$ cat src/sv/aclk_pkg.sv
// ----------------------------------------------------------------------------
// aclk_pkg - shared types and helpers for the alarm clock time keeper
// Holds command and alarm mode codes, register indexes, the configuration
// bundle and the small normalizing functions for set and load commands.
// ----------------------------------------------------------------------------
package aclk_pkg;

	localparam int unsigned HourW   = 5;
	localparam int unsigned MinW    = 6;
	localparam int unsigned SecW    = 6;
	localparam int unsigned SnoozeW = 5;
	localparam int unsigned PaddrW  = 4;
	localparam int unsigned PdataW  = 32;
	localparam int unsigned DayMinW = 11;

	localparam logic [HourW-1:0]   HourMax     = 5'd23;
	localparam logic [MinW-1:0]    MinLimit    = 6'd60;
	localparam logic [SecW-1:0]    SecLimit    = 6'd60;
	localparam logic [HourW-1:0]   HourLimit   = 5'd24;
	localparam logic [DayMinW-1:0] MinPerDay   = 11'd1440;
	localparam logic [DayMinW-1:0] MinPerHour  = 11'd60;

	localparam logic               RstAlarmEnable  = 1'b1;
	localparam logic [HourW-1:0]   RstAlarmHour    = 5'd8;
	localparam logic [MinW-1:0]    RstAlarmMinute  = 6'd0;
	localparam logic [SnoozeW-1:0] RstSnoozeLength = 5'd5;

	typedef enum logic [2:0] {
		FUNC_TICK   = 3'd0,
		FUNC_SET    = 3'd1,
		FUNC_LOAD   = 3'd2,
		FUNC_SNOOZE = 3'd3,
		FUNC_STOP   = 3'd4
	} func_t;

	typedef enum logic [1:0] {
		MODE_WAITING = 2'd0,
		MODE_RINGING = 2'd1,
		MODE_SNOOZED = 2'd2
	} mode_t;

	typedef enum logic [1:0] {
		REG_ALARM_ENABLE  = 2'd0,
		REG_ALARM_HOUR    = 2'd1,
		REG_ALARM_MINUTE  = 2'd2,
		REG_SNOOZE_LENGTH = 2'd3
	} reg_idx_t;

	typedef struct packed {
		logic               alarm_enable;
		logic [HourW-1:0]   alarm_hour;
		logic [MinW-1:0]    alarm_minute;
		logic [SnoozeW-1:0] snooze_length;
	} cfg_t;

	// Below zero wraps to 23, above 23 wraps to 0.
	function automatic logic [HourW-1:0] norm_hours(input logic signed [5:0] nh);
		logic [HourW-1:0] r;
		begin
			if (nh[5]) begin
				r = HourMax;
			end else if (nh[4:0] > HourMax) begin
				r = '0;
			end else begin
				r = nh[4:0];
			end
			return r;
		end
	endfunction

	// Offset by 180 (a multiple of 60) to make the value positive, then
	// strip 240, 120 and 60 in turn.
	function automatic logic [MinW-1:0] norm_minutes(input logic signed [7:0] nm);
		logic [8:0] m;
		begin
			m = {nm[7], nm} + 9'd180;
			if (m >= 9'd240) m = m - 9'd240;
			if (m >= 9'd120) m = m - 9'd120;
			if (m >= 9'd60)  m = m - 9'd60;
			return m[MinW-1:0];
		end
	endfunction

endpackage

$ cat src/sv/aclk_cfg.sv
// ----------------------------------------------------------------------------
// aclk_cfg - configuration register file
// APB-style slave holding alarm enable, alarm hour, alarm minute and snooze
// length; zero wait states.
// ----------------------------------------------------------------------------
module aclk_cfg (
	input  logic                        clk,
	input  logic                        arst_n,
	input  logic                        psel,
	input  logic                        penable,
	input  logic                        pwrite,
	input  logic [aclk_pkg::PaddrW-1:0] paddr,
	input  logic [aclk_pkg::PdataW-1:0] pwdata,
	output logic [aclk_pkg::PdataW-1:0] prdata,
	output logic                        pready,
	output aclk_pkg::cfg_t              cfg
);
	import aclk_pkg::*;

	cfg_t     cfg_q;
	reg_idx_t idx;
	logic     wr_en;

	assign pready = 1'b1;
	assign idx    = reg_idx_t'(paddr[PaddrW-1:2]);
	assign wr_en  = psel && penable && pwrite && pready;
	assign cfg    = cfg_q;

	always_ff @(posedge clk or negedge arst_n) begin
		if (!arst_n) begin
			cfg_q.alarm_enable  <= RstAlarmEnable;
			cfg_q.alarm_hour    <= RstAlarmHour;
			cfg_q.alarm_minute  <= RstAlarmMinute;
			cfg_q.snooze_length <= RstSnoozeLength;
		end else if (wr_en) begin
			unique case (idx)
				REG_ALARM_ENABLE:  cfg_q.alarm_enable  <= pwdata[0];
				REG_ALARM_HOUR:    cfg_q.alarm_hour    <= pwdata[HourW-1:0];
				REG_ALARM_MINUTE:  cfg_q.alarm_minute  <= pwdata[MinW-1:0];
				REG_SNOOZE_LENGTH: cfg_q.snooze_length <= pwdata[SnoozeW-1:0];
				default: ;
			endcase
		end
	end

	always_comb begin
		prdata = '0;
		unique case (idx)
			REG_ALARM_ENABLE:  prdata[0]           = cfg_q.alarm_enable;
			REG_ALARM_HOUR:    prdata[HourW-1:0]   = cfg_q.alarm_hour;
			REG_ALARM_MINUTE:  prdata[MinW-1:0]    = cfg_q.alarm_minute;
			REG_SNOOZE_LENGTH: prdata[SnoozeW-1:0] = cfg_q.snooze_length;
			default: ;
		endcase
	end

endmodule

$ cat src/sv/aclk_core.sv
// ----------------------------------------------------------------------------
// aclk_core - time keeping and alarm datapath
// Input register, one pass of update logic, and the time/alarm state that
// doubles as the result register.
// ----------------------------------------------------------------------------
module aclk_core (
	input  logic                         clk,
	input  logic                         arst_n,
	input  aclk_pkg::cfg_t               cfg,
	input  logic                         in_valid,
	output logic                         in_stall,
	input  logic [2:0]                   func,
	input  logic                         square_wave_level,
	input  logic signed [5:0]            set_hours,
	input  logic signed [7:0]            set_minutes,
	input  logic [5:0]                   new_seconds,
	output logic                         out_valid,
	input  logic                         out_stall,
	output logic [aclk_pkg::HourW-1:0]   hours,
	output logic [aclk_pkg::MinW-1:0]    minutes,
	output logic [aclk_pkg::SecW-1:0]    seconds,
	output logic [1:0]                   alarm_status,
	output logic                         minute_changed
);
	import aclk_pkg::*;

	// request held in the input register
	logic              valid_s1;
	logic [2:0]        func_s1;
	logic              level_s1;
	logic signed [5:0] nh_s1;
	logic signed [7:0] nm_s1;
	logic [5:0]        ns_s1;

	// state, shown directly on the result ports
	logic [HourW-1:0] hour_q;
	logic [MinW-1:0]  min_q;
	logic [SecW-1:0]  sec_q;
	mode_t            mode_q;
	logic [HourW-1:0] snz_hour_q;
	logic [MinW-1:0]  snz_min_q;
	logic             changed_q;
	logic             out_valid_q;

	logic             advance;
	logic             in_take;

	logic [HourW-1:0] hour_d;
	logic [MinW-1:0]  min_d;
	logic [SecW-1:0]  sec_d;
	mode_t            mode_d;
	logic [HourW-1:0] snz_hour_d;
	logic [MinW-1:0]  snz_min_d;
	logic             changed_d;

	assign advance  = !out_valid_q || !out_stall;
	assign in_stall = valid_s1 && !advance;
	assign in_take  = in_valid && !in_stall;

	always_ff @(posedge clk or negedge arst_n) begin
		if (!arst_n) begin
			valid_s1 <= 1'b0;
		end else if (in_take) begin
			valid_s1 <= 1'b1;
		end else if (advance) begin
			valid_s1 <= 1'b0;
		end
	end

	always_ff @(posedge clk) begin
		if (in_take) begin
			func_s1  <= func;
			level_s1 <= square_wave_level;
			nh_s1    <= set_hours;
			nm_s1    <= set_minutes;
			ns_s1    <= new_seconds;
		end
	end

	// time and plain command updates
	always_comb begin
		logic [SecW-1:0]    sec_inc;
		logic [MinW-1:0]    min_inc;
		logic [HourW-1:0]   hour_inc;
		logic [DayMinW-1:0] now_m;
		logic [DayMinW-1:0] then_m;
		logic [DayMinW-1:0] elapsed;

		hour_d     = hour_q;
		min_d      = min_q;
		sec_d      = sec_q;
		snz_hour_d = snz_hour_q;
		snz_min_d  = snz_min_q;
		changed_d  = 1'b0;
		sec_inc    = sec_q + 1'b1;
		min_inc    = min_q + 1'b1;
		hour_inc   = hour_q + 1'b1;

		unique case (func_s1)
			FUNC_TICK: begin
				if (level_s1) begin
					if (sec_inc >= SecLimit) begin
						sec_d     = '0;
						changed_d = 1'b1;
						if (min_inc >= MinLimit) begin
							min_d  = '0;
							hour_d = (hour_inc >= HourLimit) ? '0 : hour_inc;
						end else begin
							min_d = min_inc;
						end
					end else begin
						sec_d = sec_inc;
					end
				end
			end
			FUNC_SET: begin
				hour_d = norm_hours(nh_s1);
				min_d  = norm_minutes(nm_s1);
			end
			FUNC_LOAD: begin
				hour_d = norm_hours(nh_s1);
				min_d  = norm_minutes(nm_s1);
				sec_d  = (ns_s1 >= SecLimit) ? ns_s1 - SecLimit : ns_s1;
			end
			FUNC_SNOOZE: begin
				snz_hour_d = hour_q;
				snz_min_d  = min_q;
			end
			default: ;
		endcase

		now_m   = DayMinW'(hour_d) * MinPerHour + DayMinW'(min_d);
		then_m  = DayMinW'(snz_hour_q) * MinPerHour + DayMinW'(snz_min_q);
		elapsed = (now_m >= then_m) ? now_m - then_m : now_m + MinPerDay - then_m;

		// alarm mode next state
		mode_d = mode_q;
		unique case (func_s1)
			FUNC_TICK: begin
				if (level_s1) begin
					if (cfg.alarm_enable && cfg.alarm_hour == hour_d &&
					    cfg.alarm_minute == min_d && sec_d == '0 &&
					    mode_q == MODE_WAITING) begin
						mode_d = MODE_RINGING;
					end else if (mode_q == MODE_SNOOZED &&
					             elapsed > DayMinW'(cfg.snooze_length)) begin
						mode_d = MODE_RINGING;
					end
				end
			end
			FUNC_SNOOZE: begin
				if (mode_q == MODE_RINGING) mode_d = MODE_SNOOZED;
			end
			FUNC_STOP: mode_d = MODE_WAITING;
			default: ;
		endcase
	end

	always_ff @(posedge clk or negedge arst_n) begin
		if (!arst_n) begin
			hour_q      <= '0;
			min_q       <= '0;
			sec_q       <= '0;
			mode_q      <= MODE_WAITING;
			snz_hour_q  <= '0;
			snz_min_q   <= '0;
			changed_q   <= 1'b0;
			out_valid_q <= 1'b0;
		end else if (advance) begin
			out_valid_q <= valid_s1;
			if (valid_s1) begin
				hour_q     <= hour_d;
				min_q      <= min_d;
				sec_q      <= sec_d;
				mode_q     <= mode_d;
				snz_hour_q <= snz_hour_d;
				snz_min_q  <= snz_min_d;
				changed_q  <= changed_d;
			end
		end
	end

	// result ports
	always_comb begin
		out_valid      = out_valid_q;
		hours          = hour_q;
		minutes        = min_q;
		seconds        = sec_q;
		alarm_status   = mode_q;
		minute_changed = changed_q;
	end

endmodule

$ cat src/sv/alarm_clock_time_keeper.sv
// ----------------------------------------------------------------------------
// alarm_clock_time_keeper - 24-hour time of day with alarm and snooze
// Ticks, set/load, snooze and stop requests update the time and the alarm
// mode; every request returns the time and mode after it.
// ----------------------------------------------------------------------------
//
//  channel | handshake                         | payload
//  --------+-----------------------------------+---------------------------------
//  in      | in_valid / in_stall               | func, square_wave_level,
//          |                                   | set_hours, set_minutes, new_seconds
//  out     | out_valid / out_stall             | hours, minutes, seconds,
//          |                                   | alarm_status, minute_changed
//  cfg     | psel/penable/pwrite, pready = 1   | paddr, pwdata, prdata
//
//  One request per cycle sustained while out_stall is low; a taken request
//  passes through the input register, then the time/alarm state register,
//  whose outputs are the result ports.
//  The state registers are the result register, so a stalled result holds
//  while the next request waits in the input register.
//  in_stall rises only when both the input register and the result are held.
//  arst_n clears the time to 00:00:00, the alarm to waiting, and loads the
//  register reset values; no clearing pass is needed.
//
module alarm_clock_time_keeper (
	input  logic                         clk,
	input  logic                         arst_n,
	// configuration
	input  logic                         psel,
	input  logic                         penable,
	input  logic                         pwrite,
	input  logic [aclk_pkg::PaddrW-1:0]  paddr,
	input  logic [aclk_pkg::PdataW-1:0]  pwdata,
	output logic [aclk_pkg::PdataW-1:0]  prdata,
	output logic                         pready,
	// request channel
	input  logic                         in_valid,
	output logic                         in_stall,
	input  logic [2:0]                   func,
	input  logic                         square_wave_level,
	input  logic signed [5:0]            set_hours,
	input  logic signed [7:0]            set_minutes,
	input  logic [5:0]                   new_seconds,
	// result channel
	output logic                         out_valid,
	input  logic                         out_stall,
	output logic [aclk_pkg::HourW-1:0]   hours,
	output logic [aclk_pkg::MinW-1:0]    minutes,
	output logic [aclk_pkg::SecW-1:0]    seconds,
	output logic [1:0]                   alarm_status,
	output logic                         minute_changed
);
	import aclk_pkg::*;

	// alarm settings; write them only while no request is in flight (not enforced here)
	cfg_t cfg;

	aclk_cfg u_cfg (
		.clk     (clk),
		.arst_n  (arst_n),
		.psel    (psel),
		.penable (penable),
		.pwrite  (pwrite),
		.paddr   (paddr),
		.pwdata  (pwdata),
		.prdata  (prdata),
		.pready  (pready),
		.cfg     (cfg)
	);

	// time keeping and alarm state; hold results while out_stall is high
	aclk_core u_core (
		.clk               (clk),
		.arst_n            (arst_n),
		.cfg               (cfg),
		.in_valid          (in_valid),
		.in_stall          (in_stall),
		.func              (func),
		.square_wave_level (square_wave_level),
		.set_hours         (set_hours),
		.set_minutes       (set_minutes),
		.new_seconds       (new_seconds),
		.out_valid         (out_valid),
		.out_stall         (out_stall),
		.hours             (hours),
		.minutes           (minutes),
		.seconds           (seconds),
		.alarm_status      (alarm_status),
		.minute_changed    (minute_changed)
	);

endmodule

$ cat config.mk
export PLATFORM = sky130hd
export DESIGN_NAME = alarm_clock_time_keeper
export DESIGN_NICKNAME = d
export VERILOG_FILES = /design/src/sv/aclk_pkg.sv /design/src/sv/aclk_cfg.sv /design/src/sv/aclk_core.sv /design/src/sv/alarm_clock_time_keeper.sv
export SDC_FILE = /design/constraint.sdc
export NUM_CORES = 1
export LEC_CHECK = 0
export BUFFER_PORTS_ARGS = -buffer_cell sky130_fd_sc_hd__buf_2
export CAP_MARGIN = 15
export CORE_MARGIN = 10
export CORE_UTILIZATION = 50
export CTS_BUF_LIST = sky130_fd_sc_hd__clkbuf_8 sky130_fd_sc_hd__clkbuf_16
export DETAILED_ROUTE_END_ITERATION = 12
export GPL_TIMING_DRIVEN = 0
export PLACE_DENSITY_LB_ADDON = 0.15
export SLEW_MARGIN = 40
export SYNTH_ARGS = -nofsm -noshare
export SYNTH_HDL_FRONTEND = slang
export SYNTH_HIERARCHICAL = 1
export SYNTH_SLANG_ARGS = --single-unit
$ cat constraint.sdc
create_clock -name clk -period 18.96 [get_ports clk]
set_clock_uncertainty 0.1 [all_clocks]
set_input_delay 0.948 -clock clk [delete_from_list [all_inputs] [get_ports clk]]
set_output_delay 0.948 -clock clk [all_outputs]
set_load 0.02 [all_outputs]
-- Word-level counts from Yosys, hierarchy flattened
Cells that the tools add are included.
- $add $sub $neg: 15
- multipliers: 2
- equal/unequal tests: 14
- muxes and demuxes: 38
- reduce and logical (&&, ||, !) cells: 28
- magnitude comparators: 12
- operators with widths (operator ; number):
    2-to-1 mux 9 bit ; 7
    2-to-1 mux 6 bit ; 8
    2-to-1 mux 5 bit ; 6
    adder 11 x 6 -> 11 bit ; 2
    subtractor 11 bit ; 2
    greater-or-equal comparator 6 bit, second input constant ; 3
    greater-or-equal comparator 9 x 6 -> 1 bit, second input constant ; 2
    greater-or-equal comparator 9 x 7 -> 1 bit, second input constant ; 2
    multiplier 5 x 4 -> 9 bit, second input constant ; 2
    one-hot mux 6 bit (3 select lines) ; 1
    subtractor 6 bit, second input constant ; 3
    subtractor 9 x 7 -> 9 bit, second input constant ; 2
    adder 6 x 1 -> 6 bit, second input constant ; 2
    one-hot mux 4 bit (3 select lines) ; 1
    one-hot mux 6 bit (2 select lines) ; 1
    adder 11 bit, second input constant ; 1
    greater-or-equal comparator 11 bit ; 1
    > comparator 11 x 5 -> 1 bit ; 1
    2-to-1 mux 11 bit ; 1
    one-hot mux 5 bit (2 select lines) ; 1
    AND reduction 2 bit ; 5
    adder 9 x 8 -> 9 bit, second input constant ; 1
    greater-or-equal comparator 9 x 8 -> 1 bit, second input constant ; 1
    logical AND 1 bit ; 9
    other kinds (27) ; 44
- input port bits: 67
- register bits after elaboration: 74
- logic and storage cells: 127

-- Depth between registers and ports, before layout
- depth in word-level cells: 20
- depth in mapped cells: 41

-- Cells and area by module
Netlist, hierarchy kept.
- by module, submodules not included (module ; area an instance (µm²) ; cells each ; times used ; seq. area each (µm²)):
    aclk_core ; 6372.4 ; 722 ; 1 ; 1546.5
    aclk_cfg ; 1033.5 ; 83 ; 1 ; 430.4

-- Worst setup path before layout
No wires, ideal clock.
- path type: register -> register
- start: register u_core.func_s1[1]
- end: register u_core.mode_q[0], in the netlist u_core/alarm_status[0]
- buffers on the path: 1
- path slack: 11.101 ns
- stages on the path, launching flop included: 36
- library setup time: 0.070 ns
- arrival time: 7.689 ns
- cells stage by stage: edfxtp_1 -> clkbuf_1 -> nor3_1 -> nor2_1 -> a41oi_1 -> a21oi_1 -> o221ai_1 -> fa_1 -> inv_1 -> fa_1 -> fa_1 -> inv_1 -> ha_1 -> nor2b_1 -> o21a_1 -> xor2_1 -> ha_1 -> or3_1 -> o21ai_0 -> a21oi_1 -> o21bai_1 -> nand2_1 -> nor2_1 -> a21oi_1 -> ha_1 -> o21a_1 -> o21ai_0 -> nand2b_1 -> a21oi_1 -> a31oi_1 -> nor4_1 -> a41oi_1 -> o21ai_0 -> nor4_2 -> or4b_1 -> nand3b_1
- word-level cells in the longest chain between the ends: 12
- ends and longest elaborated chain (what ; RTL line ; source):
    from (decl) ; aclk_core.sv:29 ; logic [2:0] func_s1;
    from (signal assigned) ; aclk_core.sv:72 ; func_s1 <= func;
    == test 3 x 1 -> 1 bit or == test 3 x 2 -> 1 bit (tied branches) ; aclk_core.sv:99 ; unique case (func_s1)
    OR reduction 2 bit (no source line) ; - ;
    one-hot mux 5 bit (2 select lines) * ; aclk_core.sv:99 ;
    net u_core.hour_d[2] ; aclk_core.sv:48 ; logic [HourW-1:0] hour_d;
    multiplier 5 x 4 -> 9 bit ; aclk_core.sv:132 ; now_m = DayMinW'(hour_d) * MinPerHour + DayMinW'(min_d);
    adder 11 x 6 -> 11 bit ; aclk_core.sv:132 ;
    adder 11 bit ; aclk_core.sv:134 ; elapsed = (now_m >= then_m) ? now_m - then_m : now_m + MinPerDay - then_m;
    subtractor 11 bit ; aclk_core.sv:134 ;
    2-to-1 mux 11 bit ; aclk_core.sv:134 ;
    > comparator 11 x 5 -> 1 bit ; aclk_core.sv:146 ; elapsed > DayMinW'(cfg.snooze_length)) begin
    logical AND 1 bit ; aclk_core.sv:145 ; end else if (mode_q == MODE_SNOOZED &&
    inequality test 3 x 1 -> 1 bit (no source line) ; - ;
    AND reduction 6 bit (no source line) ; - ;
    to (signal assigned) ; aclk_core.sv:175 ; mode_q <= mode_d;
    to (decl) ; aclk_core.sv:39 ; mode_t mode_q;
Mark *: on every way through the listed nets, which the timed path passes. The rest lies on a longest branch. The select of a mux whose other input is x is not followed.
A chain may end at the register's enable or synchronous reset.

-- Worst setup path in the final report
- start: register u_core.sec_q[0], in the netlist u_core/seconds[0]
- end: register u_core.mode_q[0], in the netlist u_core/alarm_status[0]
- word-level cells in the longest chain between the ends: 14
- ends and longest elaborated chain (what ; RTL line ; source):
    from (decl) ; aclk_core.sv:38 ; logic [SecW-1:0] sec_q;
    from (signal assigned) ; aclk_core.sv:163 ; sec_q <= '0;
    from (signal assigned) ; aclk_core.sv:174 ; sec_q <= sec_d;
    adder 6 x 1 -> 6 bit * ; aclk_core.sv:95 ; sec_inc = sec_q + 1'b1;
    greater-or-equal comparator 6 bit * ; aclk_core.sv:102 ; if (sec_inc >= SecLimit) begin
    2-to-1 mux 5 bit * ; aclk_core.sv:102 ;
    2-to-1 mux 5 bit * ; aclk_core.sv:101 ; if (level_s1) begin
    one-hot mux 5 bit (2 select lines) * ; aclk_core.sv:99 ;
    net u_core.hour_d[1] ; aclk_core.sv:48 ;
    multiplier 5 x 4 -> 9 bit ; aclk_core.sv:132 ;
    adder 11 x 6 -> 11 bit ; aclk_core.sv:132 ;
    adder 11 bit ; aclk_core.sv:134 ;
    subtractor 11 bit ; aclk_core.sv:134 ;
    2-to-1 mux 11 bit ; aclk_core.sv:134 ;
    > comparator 11 x 5 -> 1 bit ; aclk_core.sv:146 ;
    logical AND 1 bit ; aclk_core.sv:145 ;
    inequality test 3 x 1 -> 1 bit (no source line) ; - ;
    AND reduction 6 bit (no source line) ; - ;
Marked as above.

==> results.txt <==
----------------------------------------------------
[Clock tree]
  Clock tree from TritonCTS ... yes
  Post-CTS Resized ... 0
  Cell chosen for the clock root ... clkbuf_16
  Buffers inserted by post-CTS timing repair ... 0
  Clock latency reported for the late side of the worst-skew pair ... 0.34 ns
  Number of clock sinks seen by CTS ... 74
  Num CTS Buffers ... 9
  Hold-fix buffer count after cts ... 0
  Buffers from clock root to sink, at most ... 2
  Clk slew on worst S/H paths ... 0.06 ns
  Count of H-tree levels built during CTS ... 3

[Die]
  Initial cell density of the core ... 51.0%
  Die Area ... 20100 um2
  # IOs ... 122
  Placeable Area ... 14500 um2
  # rows ... 44
  Die boundary height ... 142 um
  Die outline width ... 142 um

[Worst setup path]
  Critical path launch point type ... flop
  Worst path buffer plus inverter count ... 4
  Critical path type ... reg -> reg
  CP max FO ... 9
  Worst setup startpoint ... u_core/seconds[0]$_DFFE_PN0P_
  Data required time of the worst path ... 19.08 ns
  Register-to-register setup slack ... approximately 9.7 ns
  CP max stage delay ... 0.60 ns
  R2r startpoint ... u_core/seconds[0]$_DFFE_PN0P_
  Cell class contributing the biggest share of worst-path delay ... compound AO/OA/AOI/OAI gates
  Most frequent cell on the critical path ... o21ai_0
  Arrival time at the worst endpoint ... 9.38 ns
  Critical path capture point type ... flop
  Critical path's slowest cell ... a22oi_1

[Synthesis]
  Yosys warning count ... 6
  Post-synthesis sequential element count ... 74
  Sequential element share of the synthesized area ... 26.7%
  Most common flop cell mapped by yosys ... dfrtp_1
  Avg Synthesized Cell Area ... 9.20 um2
  Share of flip-flops with an asynchronous set or reset after synthesis ... 67.6%
  Number of enable-type register cells in the synthesized netlist ... 24
  Number of distinct library cells after synthesis ... 87
  Synthesized instance count ... between 800 and 900
  Post-synth design cell area ... 7410 um2

[Drt]
  Average wire length per cell after detail routing ... 16.5 um
  Drt via density ... 5.64
  Via count ... 6197
  Post-route DRC ... 0
  Total wirelength of the detailed-routed design ... 18.1 mm
  Drt first pass iters ... 5
  Residual antenna-violating net count after detailed routing ... 0
  Iter 0 DRT Violations ... between 300 and 400

[Place]
  Number of buffers added on ports ... 66
  RePlAce Congestion ... 0.847
  # placed instances ... about 1100
  Placed wire-length estimate after detailed placement ... 14.7 mm

[Cells and area]
  Post-synthesis to final-layout area growth ... 13.2%
  Fraction of final layout cells sized beyond drive strength 1 ... 20.6%
  Count of inserted antenna diode cells ... 0
  Total Nets Final ... 1071
  Final non-filler cell total ... 1098
  Post-layout util ... 57.7%
  Fillcell total ... 1379

[Global route]
  Initial antenna violation count ... 0
  First-pass GRT wire length ... approximately 30 mm
  GR Util All Layers ... approximately 18%
  Vias in the first global route ... 5976
  Largest net degree at the start of global routing ... 51
  Leftover overflow at the end of global routing ... 0

[Timing]
  Final hold violation count ... 0
  Setup repair after global routing missed its margin ... false
  F_max ... 0.108 GHz
  Measured slew at the worst slew-check pin ... 0.815 ns
  Normalized max-slew margin ... 45.3%
  Final critical delay including setup and external delays ... around 9.3 ns
  Final worst-path cycle share ... 48.8%
  Total of endpoints with negative setup slack in the final report ... 0
  Final Max Tran Viols ... 0
  Setup TNS ... 0 ns

[Hold path]
  Min-delay src ... u_core/valid_s1$_DFFE_PN0P_
  Min-Delay Path Class ... reg -> reg

[Run]
  Total of max-cap violations ... 0

[Run status]
  Outcome ... completed

----------------------------------------------------
flip-flops by register name, indices dropped and copies added, names as in the netlist:
signal                 cells
u_core/minute_changed      1
u_core/nm_s1               8
u_core/out_valid           1
u_core/ns_s1               6
u_core/hours               5
u_core/seconds             6
u_core/func_s1             3
u_core/minutes             6
u_core/nh_s1               6
u_core/snz_min_q           6
u_core/level_s1            1
u_core/snz_hour_q          5
u_core/valid_s1            1
u_cfg/cfg                 17
u_core/alarm_status        2
cell usage in the layout (no fill, tap or decap), drive strengths merged, types with 5 or more instances in the layout:
| cell type | synthesis | routed |
|---|---|---|
| buf | 33 | 100 |
| nor2b | 10 | 10 |
| ha | 71 | 71 |
| o31ai | 5 | 5 |
| nand2 | 62 | 62 |
| inv | 82 | 82 |
| conb | 2 | 27 |
| a31o | 5 | 5 |
| xor2 | 19 | 19 |
| o21ai | 45 | 45 |
| o21a | 9 | 9 |
| or3 | 7 | 7 |
| a21oi | 46 | 46 |
| a31oi | 9 | 9 |
| a211oi | 7 | 7 |
| nor3 | 21 | 21 |
| and2 | 7 | 7 |
| nand3 | 25 | 25 |
| edfxtp | 24 | 24 |
| xnor2 | 25 | 25 |
| clkinv | 0 | 5 |
| clkbuf | 15 | 25 |
| o21bai | 10 | 10 |
| and3 | 9 | 9 |
| a221oi | 5 | 5 |
| nor2 | 33 | 33 |
| a21o | 13 | 13 |
| nand2b | 8 | 8 |
| nor4 | 8 | 8 |
| mux2 | 35 | 35 |
| fa | 24 | 24 |
| a22o | 6 | 6 |
| dfrtp | 46 | 46 |
logic make-up after synthesis:
logic type      Yosys count  share of synthesized area (%)
compound gates          203                           19.4
buf+inv                 130                           8.35
xor+xnor                 44                           5.20
flops                    74                           26.7
simple gates            219                           15.6
fa+ha+maj                95                           18.5
other cells               2                          0.101
mux                      38                           6.20
per-layer routing:
metal | vias to the layer above | routed length (um) | part of all wire (%) | track usage, %
met5 | - | 0 | 0 | 0
met4 | 0 | 310 | 1.7 | 5.22
met3 | 19 | 847 | 4.7 | 3.20
met2 | 169 | 8920 | 49 | 30.5
met1 | 2950 | 7990 | 44 | 22.6
li1 | 3059 | - | - | -
cells in the mapped netlist, types with 7 or more instances:
master / count / share of area (%)
a21o_1: 13 / 1.3
a21oi_1: 44 / 3.0
a31oi_1: 8 / 0.68
and2_1: 7 / 0.59
and3_1: 9 / 0.76
buf_4: 28 / 2.8
clkbuf_1: 15 / 0.76
dfrtp_1: 46 / 16
edfxtp_1: 24 / 9.7
fa_1: 24 / 6.5
ha_1: 71 / 12
inv_1: 82 / 4.2
mux2_2: 29 / 4.4
nand2_1: 62 / 3.1
nand2b_1: 8 / 0.68
nand3_1: 23 / 1.6
nor2_1: 32 / 1.6
nor2b_1: 10 / 0.84
nor3_1: 20 / 1.4
nor4_1: 7 / 0.59
o21a_1: 9 / 0.91
o21ai_0: 43 / 2.9
o21bai_1: 10 / 1.0
xnor2_1: 25 / 3.0
xor2_1: 19 / 2.2
layout make-up:
type / instances / area, um2 / share of cell area (%)
Inverter: 82 / 308 / 3.67
Sequential cell: 74 / 1980 / 23.6
Timing Repair Buffer: 68 / 347 / 4.13
Clock buffer: 10 / 250 / 2.98
Buffer: 48 / 310 / 3.70
Multi-Input combinational cell: 626 / 4920 / 58.7
Clock inverter: 6 / 40.0 / 0.478
Tap cell: 184 / 230 / 2.75
worst reg2reg max path, delay by kind of cell, from the launching register on:
kind	cells	cell delay, ns
AO/OA/AOI/OAI	18	4.32
XOR/XNOR	1	0.36
adder cells (fa/ha/maj)	7	2.83
buffers and inverters	4	0.37
flip-flops	1	0.48
AND/OR/NAND/NOR	5	0.69
path summary, 6_finish.rpt:
path,endpoint,depth (start not counted)
max,u_core/alarm_status[0]$_DFFE_PN0P_,35
min,u_core/out_valid$_DFFE_PN0N_,1
max reg2reg,u_core/alarm_status[0]$_DFFE_PN0P_,35
min reg2reg,u_core/out_valid$_DFFE_PN0N_,1
max in group asynchronous,u_core/snz_hour_q[1]$_DFFE_PN0P_,1
min in group asynchronous,u_cfg/cfg[15]$_DFFE_PN0P_,1
metrics by stage:
| stage | worst slack, ns | hold WS (ns) | cell area, um2 |
|---|---|---|---|
| global route | 9.02 | 0.436 | 8380 |
| detailed placement | 9.77 | 0.376 | 8090 |
| finish | 9.70 | 0.387 | 8380 |
| floorplan | 11.10 | 0.357 | 7500 |
| CTS | 9.73 | 0.393 | 8380 |
| global placement | 9.30 | 0.366 | 8060 |
Power is not shown: default switching activity piles up to over one toggle a cycle in this logic, so the estimate is an artifact.
